$ cat src/rtl/tsfc_pkg.sv
// Shared types, widths and constants of the touch sample filter and calibrator.
package tsfc_pkg;

  localparam int SAMPLE_W   = 12;
  localparam int PRESS_W    = 12;
  localparam int PIX_W      = 9;
  localparam int COEF_W     = 32;
  localparam int LIMIT_W    = 8;
  localparam int FRAC_BITS  = 24;
  localparam int CFG_IDX_W  = 3;
  localparam int CFG_DATA_W = 32;
  localparam int ACC_W      = COEF_W + SAMPLE_W + 2;
  localparam int FIG_W      = SAMPLE_W + 3 + PRESS_W;
  localparam int STEPS      = SAMPLE_W;
  localparam int CNT_W      = $clog2(STEPS);

  localparam logic signed [COEF_W-1:0] COEF_XX_RST = 32'sd2169096;
  localparam logic signed [COEF_W-1:0] COEF_XY_RST = 32'sd701;
  localparam logic signed [COEF_W-1:0] COEF_XO_RST = -32'sd419413287;
  localparam logic signed [COEF_W-1:0] COEF_YX_RST = -32'sd10096;
  localparam logic signed [COEF_W-1:0] COEF_YY_RST = 32'sd1386069;
  localparam logic signed [COEF_W-1:0] COEF_YO_RST = -32'sd592555834;
  localparam logic [LIMIT_W-1:0]       PLIMIT_RST  = 8'd4;

  localparam logic PT_PRESS   = 1'b1;
  localparam logic PT_RELEASE = 1'b0;

  typedef enum logic [CFG_IDX_W-1:0] {
    CFG_COEF_XX        = 3'd0,
    CFG_COEF_XY        = 3'd1,
    CFG_COEF_XO        = 3'd2,
    CFG_COEF_YX        = 3'd3,
    CFG_COEF_YY        = 3'd4,
    CFG_COEF_YO        = 3'd5,
    CFG_PRESSURE_LIMIT = 3'd6
  } cfg_idx_t;

  typedef enum logic [2:0] {
    ST_IDLE,
    ST_LOAD,
    ST_DIV,
    ST_MUL,
    ST_DONE
  } state_t;

  typedef struct packed {
    logic start;
    logic swap;
    logic step;
  } axis_ctl_t;

endpackage

$ cat src/rtl/tsfc_if.sv
// Request channel interfaces: panel scans in, calibrated points out.
interface tsfc_in_if;
  logic                           valid;
  logic                           ready;
  logic                           pen_down;
  logic [tsfc_pkg::PRESS_W-1:0]   pressure_one;
  logic [tsfc_pkg::PRESS_W-1:0]   pressure_two;
  logic [tsfc_pkg::SAMPLE_W-1:0]  x_sample_a;
  logic [tsfc_pkg::SAMPLE_W-1:0]  x_sample_b;
  logic [tsfc_pkg::SAMPLE_W-1:0]  x_sample_c;
  logic [tsfc_pkg::SAMPLE_W-1:0]  y_sample_a;
  logic [tsfc_pkg::SAMPLE_W-1:0]  y_sample_b;
  logic [tsfc_pkg::SAMPLE_W-1:0]  y_sample_c;

  modport source (
    output valid, pen_down, pressure_one, pressure_two,
    output x_sample_a, x_sample_b, x_sample_c, y_sample_a, y_sample_b, y_sample_c,
    input  ready
  );
  modport sink (
    input  valid, pen_down, pressure_one, pressure_two,
    input  x_sample_a, x_sample_b, x_sample_c, y_sample_a, y_sample_b, y_sample_c,
    output ready
  );
endinterface

interface tsfc_out_if;
  logic                         valid;
  logic                         ready;
  logic [tsfc_pkg::PIX_W-1:0]   screen_x;
  logic [tsfc_pkg::PIX_W-1:0]   screen_y;
  logic                         is_pressed;

  modport source (output valid, screen_x, screen_y, is_pressed, input ready);
  modport sink (input valid, screen_x, screen_y, is_pressed, output ready);
endinterface

$ cat src/rtl/tsfc_axis.sv
// Bit-serial affine map of one screen axis with truncation and saturation.
module tsfc_axis #(
  parameter int SIZE = 480
) (
  input  logic                                 clk,
  input  tsfc_pkg::axis_ctl_t                  ctl,
  input  logic signed [tsfc_pkg::COEF_W-1:0]   gx,
  input  logic signed [tsfc_pkg::COEF_W-1:0]   gy,
  input  logic signed [tsfc_pkg::COEF_W-1:0]   off,
  input  logic [tsfc_pkg::SAMPLE_W-1:0]        x,
  input  logic [tsfc_pkg::SAMPLE_W-1:0]        y,
  output logic [tsfc_pkg::PIX_W-1:0]           pix
);

  localparam int WHOLE_W = tsfc_pkg::ACC_W - tsfc_pkg::FRAC_BITS;
  localparam logic [WHOLE_W-1:0]         PIX_MAX = WHOLE_W'(SIZE - 1);
  localparam logic [tsfc_pkg::PIX_W-1:0] PIX_SAT = tsfc_pkg::PIX_W'(SIZE - 1);

  logic signed [tsfc_pkg::ACC_W-1:0] acc_r;
  logic signed [tsfc_pkg::ACC_W-1:0] addend_r;
  logic [tsfc_pkg::SAMPLE_W-1:0]     mul_r;
  logic [WHOLE_W-1:0]                whole;

  always_ff @(posedge clk) begin
    if (ctl.start) begin
      acc_r    <= tsfc_pkg::ACC_W'(off);
      addend_r <= tsfc_pkg::ACC_W'(gx);
      mul_r    <= x;
    end else if (ctl.step) begin
      if (mul_r[0]) begin
        acc_r <= acc_r + addend_r;
      end
      if (ctl.swap) begin
        addend_r <= tsfc_pkg::ACC_W'(gy);
        mul_r    <= y;
      end else begin
        addend_r <= addend_r <<< 1;
        mul_r    <= mul_r >> 1;
      end
    end
  end

  assign whole = acc_r[tsfc_pkg::ACC_W-1:tsfc_pkg::FRAC_BITS];

  always_comb begin
    if (acc_r[tsfc_pkg::ACC_W-1]) begin
      pix = '0;
    end else if (whole > PIX_MAX) begin
      pix = PIX_SAT;
    end else begin
      pix = whole[tsfc_pkg::PIX_W-1:0];
    end
  end

endmodule

$ cat src/rtl/touch_sample_filter_calibrate.sv
// Touch sample filter and calibrator: median, pressure check and affine map.
//
// The block takes one panel scan per request on in_scan and returns at most one
// point per scan on out_pt. A scan with the pen down is filtered by a median of
// three on each axis, checked against the pressure limit with a bit-serial
// divider and multiplier, and mapped to the screen by two bit-serial
// multiply-accumulate units, one for each axis. A scan with the pen up after a
// press returns one release at the last point; other pen-up scans return nothing.
// A pen-down scan goes from acceptance through the load state, the 12 divider
// steps and the 12 multiplier steps to the done state and the output register;
// the axis maps run alongside them. A pen-up scan goes from acceptance straight
// to the done state. The block holds one scan at a time and takes the next one
// in the cycle after the finished point enters the output register, so it takes
// no new scan before it is through with the last one. Configuration writes on
// cfg_we, cfg_index and cfg_data are registered; the user must make them only
// while the block is idle, as the block itself does not enforce it. Reset
// restores the default calibration, clears the pressed state and empties the
// output register. When the receiver stalls, the point waits in the output
// register and a finished scan waits in its last state until the register frees.
module touch_sample_filter_calibrate #(
  parameter int SCREEN_WIDTH  = 480,
  parameter int SCREEN_HEIGHT = 272,
  parameter int SAMPLE_BITS   = 12
) (
  input  logic                                 clk,
  input  logic                                 rst_n,
  tsfc_in_if.sink                              in_scan,
  tsfc_out_if.source                           out_pt,
  input  logic                                 cfg_we,
  input  logic [tsfc_pkg::CFG_IDX_W-1:0]       cfg_index,
  input  logic [tsfc_pkg::CFG_DATA_W-1:0]      cfg_data
);

  localparam logic [tsfc_pkg::SAMPLE_W-1:0] SMP_MASK =
    (SAMPLE_BITS >= tsfc_pkg::SAMPLE_W) ? '1 : tsfc_pkg::SAMPLE_W'((1 << SAMPLE_BITS) - 1);
  localparam logic [tsfc_pkg::CNT_W-1:0] CNT_LAST = tsfc_pkg::CNT_W'(tsfc_pkg::STEPS - 1);

  function automatic logic [tsfc_pkg::SAMPLE_W-1:0] med3(
    input logic [tsfc_pkg::SAMPLE_W-1:0] a,
    input logic [tsfc_pkg::SAMPLE_W-1:0] b,
    input logic [tsfc_pkg::SAMPLE_W-1:0] c
  );
    logic [tsfc_pkg::SAMPLE_W-1:0] lo;
    logic [tsfc_pkg::SAMPLE_W-1:0] hi;
    lo = (a < b) ? a : b;
    hi = (a < b) ? b : a;
    if (c <= lo) begin
      med3 = lo;
    end else if (c >= hi) begin
      med3 = hi;
    end else begin
      med3 = c;
    end
  endfunction

  tsfc_pkg::state_t state_r, state_nxt;
  logic [tsfc_pkg::CNT_W-1:0] cnt_r;
  logic                       cnt_last;

  logic signed [tsfc_pkg::COEF_W-1:0] coef_xx_r, coef_xy_r, coef_xo_r;
  logic signed [tsfc_pkg::COEF_W-1:0] coef_yx_r, coef_yy_r, coef_yo_r;
  logic [tsfc_pkg::LIMIT_W-1:0]       plim_r;

  logic                          was_pressed_r;
  logic [tsfc_pkg::PIX_W-1:0]    last_x_r, last_y_r;

  logic                          pen_r;
  logic [tsfc_pkg::PRESS_W-1:0]  z1_r;
  logic [tsfc_pkg::PRESS_W-1:0]  dvd_r;
  logic [tsfc_pkg::PRESS_W-1:0]  rem_r;
  logic [tsfc_pkg::PRESS_W-1:0]  quo_r;
  logic [tsfc_pkg::SAMPLE_W-1:0] x_r, y_r;
  logic [tsfc_pkg::FIG_W-1:0]    fig_r, fmc_r;
  logic [tsfc_pkg::PRESS_W-1:0]  fml_r;
  logic                          qz_r;

  logic                          out_valid_r;
  logic [tsfc_pkg::PIX_W-1:0]    out_x_r, out_y_r;
  logic                          out_p_r;

  logic                          in_ready;
  logic                          accept;
  logic                          div_step, mul_step, commit;
  tsfc_pkg::axis_ctl_t           axis_ctl;

  logic [tsfc_pkg::PRESS_W:0]    rem_s;
  logic                          div_ge;
  logic [tsfc_pkg::PRESS_W-1:0]  quo_nxt;
  logic [tsfc_pkg::FIG_W-1:0]    limit;
  logic                          touch_ok;
  logic                          emit_press, emit_release;
  logic [tsfc_pkg::PIX_W-1:0]    pix_x, pix_y;

  // Next state.
  always_comb begin
    state_nxt = state_r;
    unique case (state_r)
      tsfc_pkg::ST_IDLE: begin
        if (accept) begin
          state_nxt = in_scan.pen_down ? tsfc_pkg::ST_LOAD : tsfc_pkg::ST_DONE;
        end
      end
      tsfc_pkg::ST_LOAD: state_nxt = tsfc_pkg::ST_DIV;
      tsfc_pkg::ST_DIV: begin
        if (cnt_last) begin
          state_nxt = tsfc_pkg::ST_MUL;
        end
      end
      tsfc_pkg::ST_MUL: begin
        if (cnt_last) begin
          state_nxt = tsfc_pkg::ST_DONE;
        end
      end
      tsfc_pkg::ST_DONE: begin
        if (commit) begin
          state_nxt = tsfc_pkg::ST_IDLE;
        end
      end
      default: state_nxt = tsfc_pkg::ST_IDLE;
    endcase
  end

  // Controls decoded from the state.
  always_comb begin
    in_ready       = 1'b0;
    div_step       = 1'b0;
    mul_step       = 1'b0;
    commit         = 1'b0;
    axis_ctl       = '0;
    unique case (state_r)
      tsfc_pkg::ST_IDLE: in_ready = 1'b1;
      tsfc_pkg::ST_LOAD: axis_ctl.start = 1'b1;
      tsfc_pkg::ST_DIV: begin
        div_step      = 1'b1;
        axis_ctl.step = 1'b1;
        axis_ctl.swap = cnt_last;
      end
      tsfc_pkg::ST_MUL: begin
        mul_step      = 1'b1;
        axis_ctl.step = 1'b1;
      end
      tsfc_pkg::ST_DONE: commit = !out_valid_r || out_pt.ready;
      default: in_ready = 1'b0;
    endcase
  end

  assign accept   = in_scan.valid && in_ready;
  assign cnt_last = (cnt_r == CNT_LAST);

  // Restoring divider, one quotient bit per cycle.
  assign rem_s   = {rem_r, dvd_r[tsfc_pkg::PRESS_W-1]};
  assign div_ge  = (rem_s >= {1'b0, z1_r});
  assign quo_nxt = {quo_r[tsfc_pkg::PRESS_W-2:0], div_ge};

  assign limit    = tsfc_pkg::FIG_W'(plim_r) << SAMPLE_BITS;
  assign touch_ok = (z1_r != '0) && (qz_r || (fig_r <= limit));

  assign emit_press   = commit && pen_r && touch_ok;
  assign emit_release = commit && !pen_r && was_pressed_r;

  tsfc_axis #(.SIZE(SCREEN_WIDTH)) u_axis_x (
    .clk (clk),
    .ctl (axis_ctl),
    .gx  (coef_xx_r),
    .gy  (coef_xy_r),
    .off (coef_xo_r),
    .x   (x_r),
    .y   (y_r),
    .pix (pix_x)
  );

  tsfc_axis #(.SIZE(SCREEN_HEIGHT)) u_axis_y (
    .clk (clk),
    .ctl (axis_ctl),
    .gx  (coef_yx_r),
    .gy  (coef_yy_r),
    .off (coef_yo_r),
    .x   (x_r),
    .y   (y_r),
    .pix (pix_y)
  );

  // Control state, configuration and pressed state.
  always_ff @(posedge clk) begin
    if (!rst_n) begin
      state_r       <= tsfc_pkg::ST_IDLE;
      cnt_r         <= '0;
      coef_xx_r     <= tsfc_pkg::COEF_XX_RST;
      coef_xy_r     <= tsfc_pkg::COEF_XY_RST;
      coef_xo_r     <= tsfc_pkg::COEF_XO_RST;
      coef_yx_r     <= tsfc_pkg::COEF_YX_RST;
      coef_yy_r     <= tsfc_pkg::COEF_YY_RST;
      coef_yo_r     <= tsfc_pkg::COEF_YO_RST;
      plim_r        <= tsfc_pkg::PLIMIT_RST;
      was_pressed_r <= 1'b0;
      last_x_r      <= '0;
      last_y_r      <= '0;
      out_valid_r   <= 1'b0;
    end else begin
      state_r <= state_nxt;
      if (div_step || mul_step) begin
        cnt_r <= cnt_last ? '0 : cnt_r + 1'b1;
      end else begin
        cnt_r <= '0;
      end
      if (cfg_we) begin
        unique case (cfg_index)
          tsfc_pkg::CFG_COEF_XX:        coef_xx_r <= cfg_data;
          tsfc_pkg::CFG_COEF_XY:        coef_xy_r <= cfg_data;
          tsfc_pkg::CFG_COEF_XO:        coef_xo_r <= cfg_data;
          tsfc_pkg::CFG_COEF_YX:        coef_yx_r <= cfg_data;
          tsfc_pkg::CFG_COEF_YY:        coef_yy_r <= cfg_data;
          tsfc_pkg::CFG_COEF_YO:        coef_yo_r <= cfg_data;
          tsfc_pkg::CFG_PRESSURE_LIMIT: plim_r    <= cfg_data[tsfc_pkg::LIMIT_W-1:0];
          default: ;
        endcase
      end
      if (emit_press) begin
        was_pressed_r <= 1'b1;
        last_x_r      <= pix_x;
        last_y_r      <= pix_y;
      end else if (emit_release) begin
        was_pressed_r <= 1'b0;
      end
      if (emit_press || emit_release) begin
        out_valid_r <= 1'b1;
      end else if (out_pt.ready) begin
        out_valid_r <= 1'b0;
      end
    end
  end

  // Datapath registers.
  always_ff @(posedge clk) begin
    if (accept) begin
      pen_r <= in_scan.pen_down;
      z1_r  <= in_scan.pressure_one;
      dvd_r <= in_scan.pressure_two;
      rem_r <= '0;
      x_r   <= med3(in_scan.x_sample_a & SMP_MASK, in_scan.x_sample_b & SMP_MASK,
                    in_scan.x_sample_c & SMP_MASK);
      y_r   <= med3(in_scan.y_sample_a & SMP_MASK, in_scan.y_sample_b & SMP_MASK,
                    in_scan.y_sample_c & SMP_MASK);
    end
    if (div_step) begin
      rem_r <= div_ge ? tsfc_pkg::PRESS_W'(rem_s - {1'b0, z1_r})
                      : rem_s[tsfc_pkg::PRESS_W-1:0];
      dvd_r <= dvd_r << 1;
      quo_r <= quo_nxt;
      if (cnt_last) begin
        qz_r  <= (quo_nxt == '0);
        fml_r <= quo_nxt - 1'b1;
        fmc_r <= (tsfc_pkg::FIG_W'(x_r) << 2) + tsfc_pkg::FIG_W'(x_r);
        fig_r <= '0;
      end
    end
    if (mul_step) begin
      if (fml_r[0]) begin
        fig_r <= fig_r + fmc_r;
      end
      fmc_r <= fmc_r << 1;
      fml_r <= fml_r >> 1;
    end
    if (emit_press) begin
      out_x_r <= pix_x;
      out_y_r <= pix_y;
      out_p_r <= tsfc_pkg::PT_PRESS;
    end else if (emit_release) begin
      out_x_r <= last_x_r;
      out_y_r <= last_y_r;
      out_p_r <= tsfc_pkg::PT_RELEASE;
    end
  end

  assign in_scan.ready     = in_ready;
  assign out_pt.valid      = out_valid_r;
  assign out_pt.screen_x   = out_x_r;
  assign out_pt.screen_y   = out_y_r;
  assign out_pt.is_pressed = out_p_r;

endmodule

$ cat src/flat_wrapper.sv
// flat-port wrapper written by rule: the top's interface ports become plain ports
module touch_sample_filter_calibrate_flat 
#(
  parameter int SCREEN_WIDTH  = 480,
  parameter int SCREEN_HEIGHT = 272,
  parameter int SAMPLE_BITS   = 12
)
  (clk, rst_n, cfg_we, cfg_index, cfg_data, in_scan_valid, in_scan_pen_down, in_scan_pressure_one, in_scan_pressure_two, in_scan_x_sample_a, in_scan_x_sample_b, in_scan_x_sample_c, in_scan_y_sample_a, in_scan_y_sample_b, in_scan_y_sample_c, in_scan_ready, out_pt_valid, out_pt_screen_x, out_pt_screen_y, out_pt_is_pressed, out_pt_ready);
  tsfc_in_if in_scan_i ();
  tsfc_out_if out_pt_i ();
  input  logic clk;
  input  logic rst_n;
  input  logic cfg_we;
  input  logic [tsfc_pkg::CFG_IDX_W-1:0] cfg_index;
  input  logic [tsfc_pkg::CFG_DATA_W-1:0] cfg_data;
  input wire logic [$bits(in_scan_i.valid)-1:0] in_scan_valid;
  input wire logic [$bits(in_scan_i.pen_down)-1:0] in_scan_pen_down;
  input wire logic [$bits(in_scan_i.pressure_one)-1:0] in_scan_pressure_one;
  input wire logic [$bits(in_scan_i.pressure_two)-1:0] in_scan_pressure_two;
  input wire logic [$bits(in_scan_i.x_sample_a)-1:0] in_scan_x_sample_a;
  input wire logic [$bits(in_scan_i.x_sample_b)-1:0] in_scan_x_sample_b;
  input wire logic [$bits(in_scan_i.x_sample_c)-1:0] in_scan_x_sample_c;
  input wire logic [$bits(in_scan_i.y_sample_a)-1:0] in_scan_y_sample_a;
  input wire logic [$bits(in_scan_i.y_sample_b)-1:0] in_scan_y_sample_b;
  input wire logic [$bits(in_scan_i.y_sample_c)-1:0] in_scan_y_sample_c;
  output wire logic [$bits(in_scan_i.ready)-1:0] in_scan_ready;
  output wire logic [$bits(out_pt_i.valid)-1:0] out_pt_valid;
  output wire logic [$bits(out_pt_i.screen_x)-1:0] out_pt_screen_x;
  output wire logic [$bits(out_pt_i.screen_y)-1:0] out_pt_screen_y;
  output wire logic [$bits(out_pt_i.is_pressed)-1:0] out_pt_is_pressed;
  input wire logic [$bits(out_pt_i.ready)-1:0] out_pt_ready;
  assign in_scan_i.valid = in_scan_valid;
  assign in_scan_i.pen_down = in_scan_pen_down;
  assign in_scan_i.pressure_one = in_scan_pressure_one;
  assign in_scan_i.pressure_two = in_scan_pressure_two;
  assign in_scan_i.x_sample_a = in_scan_x_sample_a;
  assign in_scan_i.x_sample_b = in_scan_x_sample_b;
  assign in_scan_i.x_sample_c = in_scan_x_sample_c;
  assign in_scan_i.y_sample_a = in_scan_y_sample_a;
  assign in_scan_i.y_sample_b = in_scan_y_sample_b;
  assign in_scan_i.y_sample_c = in_scan_y_sample_c;
  assign in_scan_ready = in_scan_i.ready;
  assign out_pt_valid = out_pt_i.valid;
  assign out_pt_screen_x = out_pt_i.screen_x;
  assign out_pt_screen_y = out_pt_i.screen_y;
  assign out_pt_is_pressed = out_pt_i.is_pressed;
  assign out_pt_i.ready = out_pt_ready;
  touch_sample_filter_calibrate #(.SCREEN_WIDTH(SCREEN_WIDTH), .SCREEN_HEIGHT(SCREEN_HEIGHT), .SAMPLE_BITS(SAMPLE_BITS)) u_core (.clk(clk), .rst_n(rst_n), .in_scan(in_scan_i), .out_pt(out_pt_i), .cfg_we(cfg_we), .cfg_index(cfg_index), .cfg_data(cfg_data));
endmodule
$ cat config.mk
export PLATFORM = sky130hd
export DESIGN_NAME = touch_sample_filter_calibrate_flat
export DESIGN_NICKNAME = d
export VERILOG_FILES = /design/src/rtl/tsfc_pkg.sv /design/src/rtl/tsfc_if.sv /design/src/rtl/tsfc_axis.sv /design/src/rtl/touch_sample_filter_calibrate.sv /design/src/flat_wrapper.sv
export SDC_FILE = /design/constraint.sdc
export NUM_CORES = 2
export LEC_CHECK = 0
export BUFFER_PORTS_ARGS = -buffer_cell sky130_fd_sc_hd__buf_2
export CORE_UTILIZATION = 45
export CTS_BUF_LIST = sky130_fd_sc_hd__clkbuf_4 sky130_fd_sc_hd__clkbuf_8
export DETAILED_ROUTE_END_ITERATION = 7
export GPL_ROUTABILITY_DRIVEN = 0
export GPL_TIMING_DRIVEN = 0
export PLACE_DENSITY = 0.58
export SETUP_SLACK_MARGIN = 0.05
export SYNTH_ARGS = -nofsm -noshare
export SYNTH_HDL_FRONTEND = slang
export SYNTH_SLANG_ARGS = --single-unit
$ cat constraint.sdc
create_clock -name clk -period 15.5 [get_ports clk]
set_input_delay 3.1 -clock clk [delete_from_list [all_inputs] [get_ports clk]]
set_output_delay 3.1 -clock clk [all_outputs]
set_load 0.02 [all_outputs]
# == Word level (Yosys, flattened, before mapping) ==
# Index checks and enable logic that the tools add are counted.
# W data, S select, Z words.
# op_classes
reduce_logical,38
bitwise_logic,2
muxes,66
n_eq_ne,15
n_addsub,7
magnitude_cmp,10
# op_table
cell,count
$mux W46,12
$mux W12,19
$mux W27,7
$add A46 B46 Y46,2
$mux W9,8
$gt A22 B9 Y1 const B,2
$mux W11,3
$add A27 B27 Y27,1
$le A27 B20 Y1,1
$ge A12 B12 Y1,2
$le A12 B12 Y1,2
$lt A12 B12 Y1,2
$reduce_and A2 Y1,11
$reduce_bool A2 Y1,8
$add A14 B12 Y15,1
$mux W3,5
$pmux W3 S5,1
$ge A13 B12 Y1,1
$eq A3 B2 Y1 const B,4
$eq A3 B3 Y1 const B,4
$logic_not A12 Y1,1
$reduce_bool A12 Y1,1
$sub A12 B1 Y12 const B,1
$sub A12 B12 Y12,1
other kinds (13),38
# word_totals
out_inout_bits,21
elab_cells,174
input_bits,137
register_bits,593

# == Depth between registers and ports, before layout ==
# logic_depth
word_depth,7
mapped_depth,25
depth_no_buf,22

# == Modules after synthesis ==
# A second synthesis with hierarchy kept.
# unflattened
hier_cells,3728
area_unflattened_um2,33965.1
# by_module_without_submodules
module,area_each_um2,n_inst,seq_area_each_um2,cells_each
touch_sample_filter_calibrate,18958.2,1,8978.6,2127
tsfc_axis (u_core.u_axis_x),7698.6,1,3123.0,841
tsfc_axis (u_core.u_axis_y),7308.3,1,3123.0,760

# == Worst setup path before layout ==
# OpenSTA, ideal clock, no wires.
# synth_path
path_kind,register to register
from,reg u_core.state_r[0]
to,"reg u_core.u_axis_x.acc_r[0] (netlist bit), enable pin"
stages_incl_launch_ff,5
synth_period_minus_slack_ns,7.897
setup_time_ns,0.458
n_path_buf,1
required_time_ns,15.042
t_arrival_ns,7.439
path_slack_ns,7.603
cell_sequence,dfxtp_1 -> clkbuf_1 -> nor2_1 -> nor2_1 -> o21a_1
# synth_via
elab_chain_len,5
elab_cells_between_ends,9
classes_between,eq/ne: 3; mux: 2; reduce/logical: 4
# synth_rtl
element,line_no,text
from (decl),touch_sample_filter_calibrate.sv:56,"tsfc_pkg::state_t state_r, state_nxt;"
from (signal assigned),touch_sample_filter_calibrate.sv:186,state_r <= tsfc_pkg::ST_IDLE;
from (signal assigned),touch_sample_filter_calibrate.sv:200,state_r <= state_nxt;
$eq A3 B2 Y1,touch_sample_filter_calibrate.sv:130,unique case (state_r)
$reduce_or A2 Y1 (no source line),--,
$mux W1,touch_sample_filter_calibrate.sv:130,
$reduce_bool A2 Y1 (no source line),--,
$reduce_and A2 Y1 (no source line) *,--,
to (signal assigned),tsfc_axis.sv:26,acc_r <= tsfc_pkg::ACC_W'(off);
to (signal assigned),tsfc_axis.sv:31,acc_r <= acc_r + addend_r;
to (decl),tsfc_axis.sv:19,logic signed [tsfc_pkg::ACC_W-1:0] acc_r;
# Mark *: on every way between the ends. The rest lies on a longest branch, timed or not.
# A chain may end at the register's enable or synchronous reset.

# == Final worst setup path ==
# layout_path
from,in in_scan_x_sample_b[1]
to,"reg u_core.x_r[6] (netlist bit), data pin"
# layout_via
elab_chain_len,5
elab_cells_between_ends,7
classes_between,order compare: 3; mux: 4
# layout_rtl
element,line_no,text
from (decl),flat_wrapper.sv:21,input wire logic [$bits(in_scan_i.x_sample_b)-1:0] in_scan_x_sample_b;
$lt A12 B12 Y1,"touch_sample_filter_calibrate.sv:45, touch_sample_filter_calibrate.sv:46",
$mux W12,touch_sample_filter_calibrate.sv:46,hi = (a < b) ? b : a;
$ge A12 B12 Y1,touch_sample_filter_calibrate.sv:49,end else if (c >= hi) begin
$mux W12,touch_sample_filter_calibrate.sv:49,
$mux W12 *,touch_sample_filter_calibrate.sv:47,if (c <= lo) begin
to (signal assigned),touch_sample_filter_calibrate.sv:240,"x_r <= med3(in_scan.x_sample_a & SMP_MASK, in_scan.x_sample_b & SMP_MASK,"
to (decl),touch_sample_filter_calibrate.sv:72,"logic [tsfc_pkg::SAMPLE_W-1:0] x_r, y_r;"
# Marks and branches as above.

==> load_flow_metrics.sql <==
INSERT INTO impl_metrics (metric_group, metric, value, unit) VALUES
('placed_design', 'setup_ws_pre_cts', '6890', 'ps'),
('clocking', 'worst_skew_pair.late_latency', '740', 'ps'),
('logic_synthesis', 'synthDominantCellAreaShare', '30.3', '%'),
('timing', 'fin_tns_setup', '0', 'ps'),
('grt', 'grt_start_max_net_pins', '44', ''),
('worst_setup_path', 'critical-path-slowest-cell', 'sky130_fd_sc_hd__clkbuf_1', ''),
('logic_synthesis', 'syn-instance-count', '3497', ''),
('run', 'max-cap-violations', '0', ''),
('detailed_routing', 'detail-route-antenna-nets', '0', ''),
('timing', 'setup_viol', '0', ''),
('clocking', 'postCtsSetupBuffers', '0', ''),
('worst_setup_path', 'crit_path_end_kind', 'flop', ''),
('power', 'cell_internal_pwr', '0.00317', 'W'),
('power', 'power_switching_share', '32.0', '%'),
('finish', 'final_layout_size_suffix_gt1_share', '10.3', '%'),
('logic_synthesis', 'postSynthRegisterBits', '581', ''),
('worst_setup_path', 'delay_of_the_slowest_critical_path_stage', '600', 'ps'),
('grt', 'overflow', '0', ''),
('worst_setup_path', 'worst-endpoint-arrival', '8450', 'ps'),
('power', 'total_switching_power', '0.00149', 'W'),
('detailed_routing', 'vias_per_cell', '5.52', ''),
('logic_synthesis', 'synth.largest_area_cell', 'sky130_fd_sc_hd__edfxtp_1', ''),
('die', 'starting_utilization_of_the_core_area', '45.6', '%'),
('detailed_routing', 'wl_per_cell', '19.8', 'µm'),
('timing', 'worst-slew-pin-transition', '1260', 'ps'),
('logic_synthesis', 'syn_nets', '3857', ''),
('logic_synthesis', 'yosys_warnings', '0', ''),
('worst_setup_path', 'path_delay_family', 'compound AO/OA/AOI/OAI gates', ''),
('detailed_routing', 'dr_total_vias', '26400', ''),
('die', 'core_region_area', '70100', 'µm²'),
('timing', 'layout_worst_path_cycle_share', '51.0', '%'),
('timing', 'maxSlewViolCount', '0', ''),
('power', 'sequentialPowerShare', '41.3', '%'),
('grt', 'grt_pass1_vias', '25300', ''),
('logic_synthesis', 'synth_cell_type_count', '77', ''),
('detailed_routing', 'drc_errors', '0', ''),
('power', 'combinationalPowerShare', '27.0', '%'),
('outcome', 'run_status', 'finished clean', ''),
('detailed_routing', 'drt_wl_total', '95.0', 'mm'),
('logic_synthesis', 'number_of_enable_type_register_cells_in_the_synthesized_netlist', '323', ''),
('clocking', 'cts_inserted_buffers', '101', ''),
('logic_synthesis', 'netlist_top_cells_area', 'sky130_fd_sc_hd__edfxtp_1, sky130_fd_sc_hd__dfxtp_1, sky130_fd_sc_hd__nand2_1', ''),
('clocking', 'cts_hold_repair.buffers', '0', ''),
('clocking', 'tritoncts', 'yes', ''),
('finish', 'layout.cells.most_common', 'sky130_fd_sc_hd__nand2_1', ''),
('grt', 'grt_pass1_wl', '146', 'mm'),
('logic_synthesis', 'synth.yosys.seq_area_share', '46.5', '%'),
('timing', 'post_route_skew', '47.0', 'ps'),
('die', 'die_h', '269', 'µm'),
('clocking', 'clockBufferDepth', '3', ''),
('grt', 'globalRouteTotalUtil', '26.3', '%'),
('logic_synthesis', 'async_flop_share', '0', '%'),
('finish', 'area_delta_synth_final', '13.2', '%'),
('power', 'leakagePower', '14.8', 'nW'),
('worst_setup_path', 'worst-path-buf-inv', '4', ''),
('logic_synthesis', 'synth_ff_type', 'sky130_fd_sc_hd__edfxtp_1', ''),
('placed_design', 'place.detailed.hpwl', '70.3', 'mm'),
('detailed_routing', 'first_pass_iteration_count_of_the_detailed_router', '5', ''),
('clocking', 'post_cts_resized', '0', ''),
('grt', 'grt_antenna_before_repair', '5', ''),
('finish', 'final_nets', '4123', ''),
('die', 'die_x', '269', 'µm'),
('placed_design', 'numPortBuffers', '157', ''),
('clocking', 'cts-root-buf', 'sky130_fd_sc_hd__clkbuf_8', ''),
('logic_synthesis', 'syn_area_per_cell', '9.14', 'µm²'),
('clocking', 'worst_setup_hold_path_clk_slew', '60', 'ps'),
('worst_setup_path', 'cp_cell_sequence', 'buf_2, inv_1, ha_1, a21o_1, a21o_1, a21oi_1, o21ai_1, a21oi_1, o21ai_1, a21oi_2, clkbuf_1, mux2i_1, ha_1, a21o_1, a21o_1, a21oi_1, o21ai_1, a31o_1, a221oi_1, nor2_1, mux2i_1, clkbuf_1, o22ai_1, nor2_1', ''),
('die', 'row_count', '97', ''),
('power', 'clockPowerShare', '31.7', '%'),
('worst_setup_path', 'worst_setup_path_class', 'input port to flop', ''),
('timing', 'timing.max_slew.rel_slack', '15.5', '%');
## Yosys cell counts, types with 7 or more instances
cell                         n
sky130_fd_sc_hd__inv_1     107
sky130_fd_sc_hd__or4_1      10
sky130_fd_sc_hd__a22o_1     17
sky130_fd_sc_hd__clkbuf_1  163
sky130_fd_sc_hd__or3_1      10
sky130_fd_sc_hd__nand3_1   103
sky130_fd_sc_hd__ha_1      218
sky130_fd_sc_hd__a31oi_1    89
sky130_fd_sc_hd__nand2_1   773
sky130_fd_sc_hd__o221a_2     9
sky130_fd_sc_hd__nor4_1     10
sky130_fd_sc_hd__nor2_1    239
sky130_fd_sc_hd__nor2b_1    22
sky130_fd_sc_hd__a21oi_1   237
sky130_fd_sc_hd__o22ai_1    13
sky130_fd_sc_hd__nor3_1     23
sky130_fd_sc_hd__and2_1     37
sky130_fd_sc_hd__a221oi_1    9
sky130_fd_sc_hd__o21ai_0    79
sky130_fd_sc_hd__a211oi_1   13
sky130_fd_sc_hd__xnor2_1    78
sky130_fd_sc_hd__o31ai_1     9
sky130_fd_sc_hd__o21ai_1    79
sky130_fd_sc_hd__dfxtp_1   258
sky130_fd_sc_hd__edfxtp_1  323
sky130_fd_sc_hd__a21boi_0  126
sky130_fd_sc_hd__xor2_1     54
sky130_fd_sc_hd__o211ai_1    7
sky130_fd_sc_hd__buf_1       7
sky130_fd_sc_hd__a21o_1     89
sky130_fd_sc_hd__nand2b_1   36
sky130_fd_sc_hd__mux2i_1    39
sky130_fd_sc_hd__nand4_1    34
sky130_fd_sc_hd__o21bai_1   36
sky130_fd_sc_hd__and3_1     15
sky130_fd_sc_hd__o31ai_2    17
sky130_fd_sc_hd__o21a_1     14
## layer usage
layer	part of all wire, %	vias up	global-route usage, %
li1	-	13000	-
met1	47	12600	36.9
met2	45	740	42.4
met3	5.7	125	3.59
met4	2.1	0	6.91
met5	0	-	0
## cells by family (layout without fill, tap and decap cells)
family          after synthesis  in the layout  synth area share (%)
simple gates               1337           1337                  17.9
buf+inv                     286            636                  3.42
mux                          44             44                  1.40
flops                       581            581                  46.5
compound gates              894            894                  18.3
fa+ha+maj                   223            223                  8.85
xor+xnor                    132            132                  3.62
other cells                   0              2                     0
## power groups by stage
stage               clock (W)  combinational (W)  sequential [W]
global placement            0            0.00122         0.00197
detailed placement          0            0.00125         0.00195
floorplan                   0           0.000930         0.00192
CTS                   0.00150            0.00125         0.00192
finish                0.00148            0.00126         0.00192
global route          0.00157            0.00141         0.00194
## path summary, 6_finish.rpt
kind | startpoint | end | slack [ps] | depth (start not counted)
hold / removal | u_core.coef_xo_r[18] | u_core.coef_xo_r[18] | 460 | 2
setup reg to reg | u_core.z1_r[1] | u_core.fml_r[10] | 10740 | 18
hold reg to reg | u_core.coef_xo_r[18] | u_core.coef_xo_r[18] | 460 | 2
setup / recovery | in_scan_x_sample_b[1] | u_core.x_r[6] | 7600 | 24
## worst reg2reg max path: cells and delay by family, from the launching register on
kind	cells	cell delay (ps)
fa+ha+maj	2	630
buf+inv	4	920
simple gates	4	790
xor+xnor	1	180
compound gates	7	1560
flops	1	410
## cell type report
class                           instances  area, µm²
Sequential cell                       581      14900
Timing Repair Buffer                  163        913
Multi-Input combinational cell       2630      16000
Buffer                                175        677
Tap cell                              940       1180
Clock inverter                         18        161
Antenna cell                            2       5.00
Clock buffer                          169       1950
Inverter                              111        417
Fill cell                            6859      34000
## flip-flops by register name, indices dropped and copies added (netlist names), 27 cells and up
signal                    count
u_core.coef_xo_r             32
u_core.u_axis_x.addend_r     46
u_core.fmc_r                 27
u_core.fig_r                 27
u_core.u_axis_y.addend_r     46
u_core.coef_yy_r             32
u_core.u_axis_x.acc_r        46
u_core.coef_yo_r             32
u_core.coef_xy_r             32
u_core.coef_xx_r             32
u_core.u_axis_y.acc_r        46
u_core.coef_yx_r             32
## through the flow
| stage | hold WS (ps) | power, W | area (µm²) | utilization, % | std cells |
|---|---|---|---|---|---|
| 2_1_floorplan | 418 | 0.00285 | 32000 | - | 3497 |
| 3_3_place_gp | 430 | 0.00319 | 33900 | 48.4 | 4594 |
| 3_5_place_dp | 456 | 0.00320 | 34100 | 48.6 | 4600 |
| 4_1_cts | 465 | 0.00468 | 36200 | 51.6 | 4787 |
| 5_1_grt | 484 | 0.00491 | 36200 | 51.6 | 4789 |
| 6_report | 462 | 0.00466 | 36200 | 51.6 | 4789 |
Power figures use the tool's default switching activity.
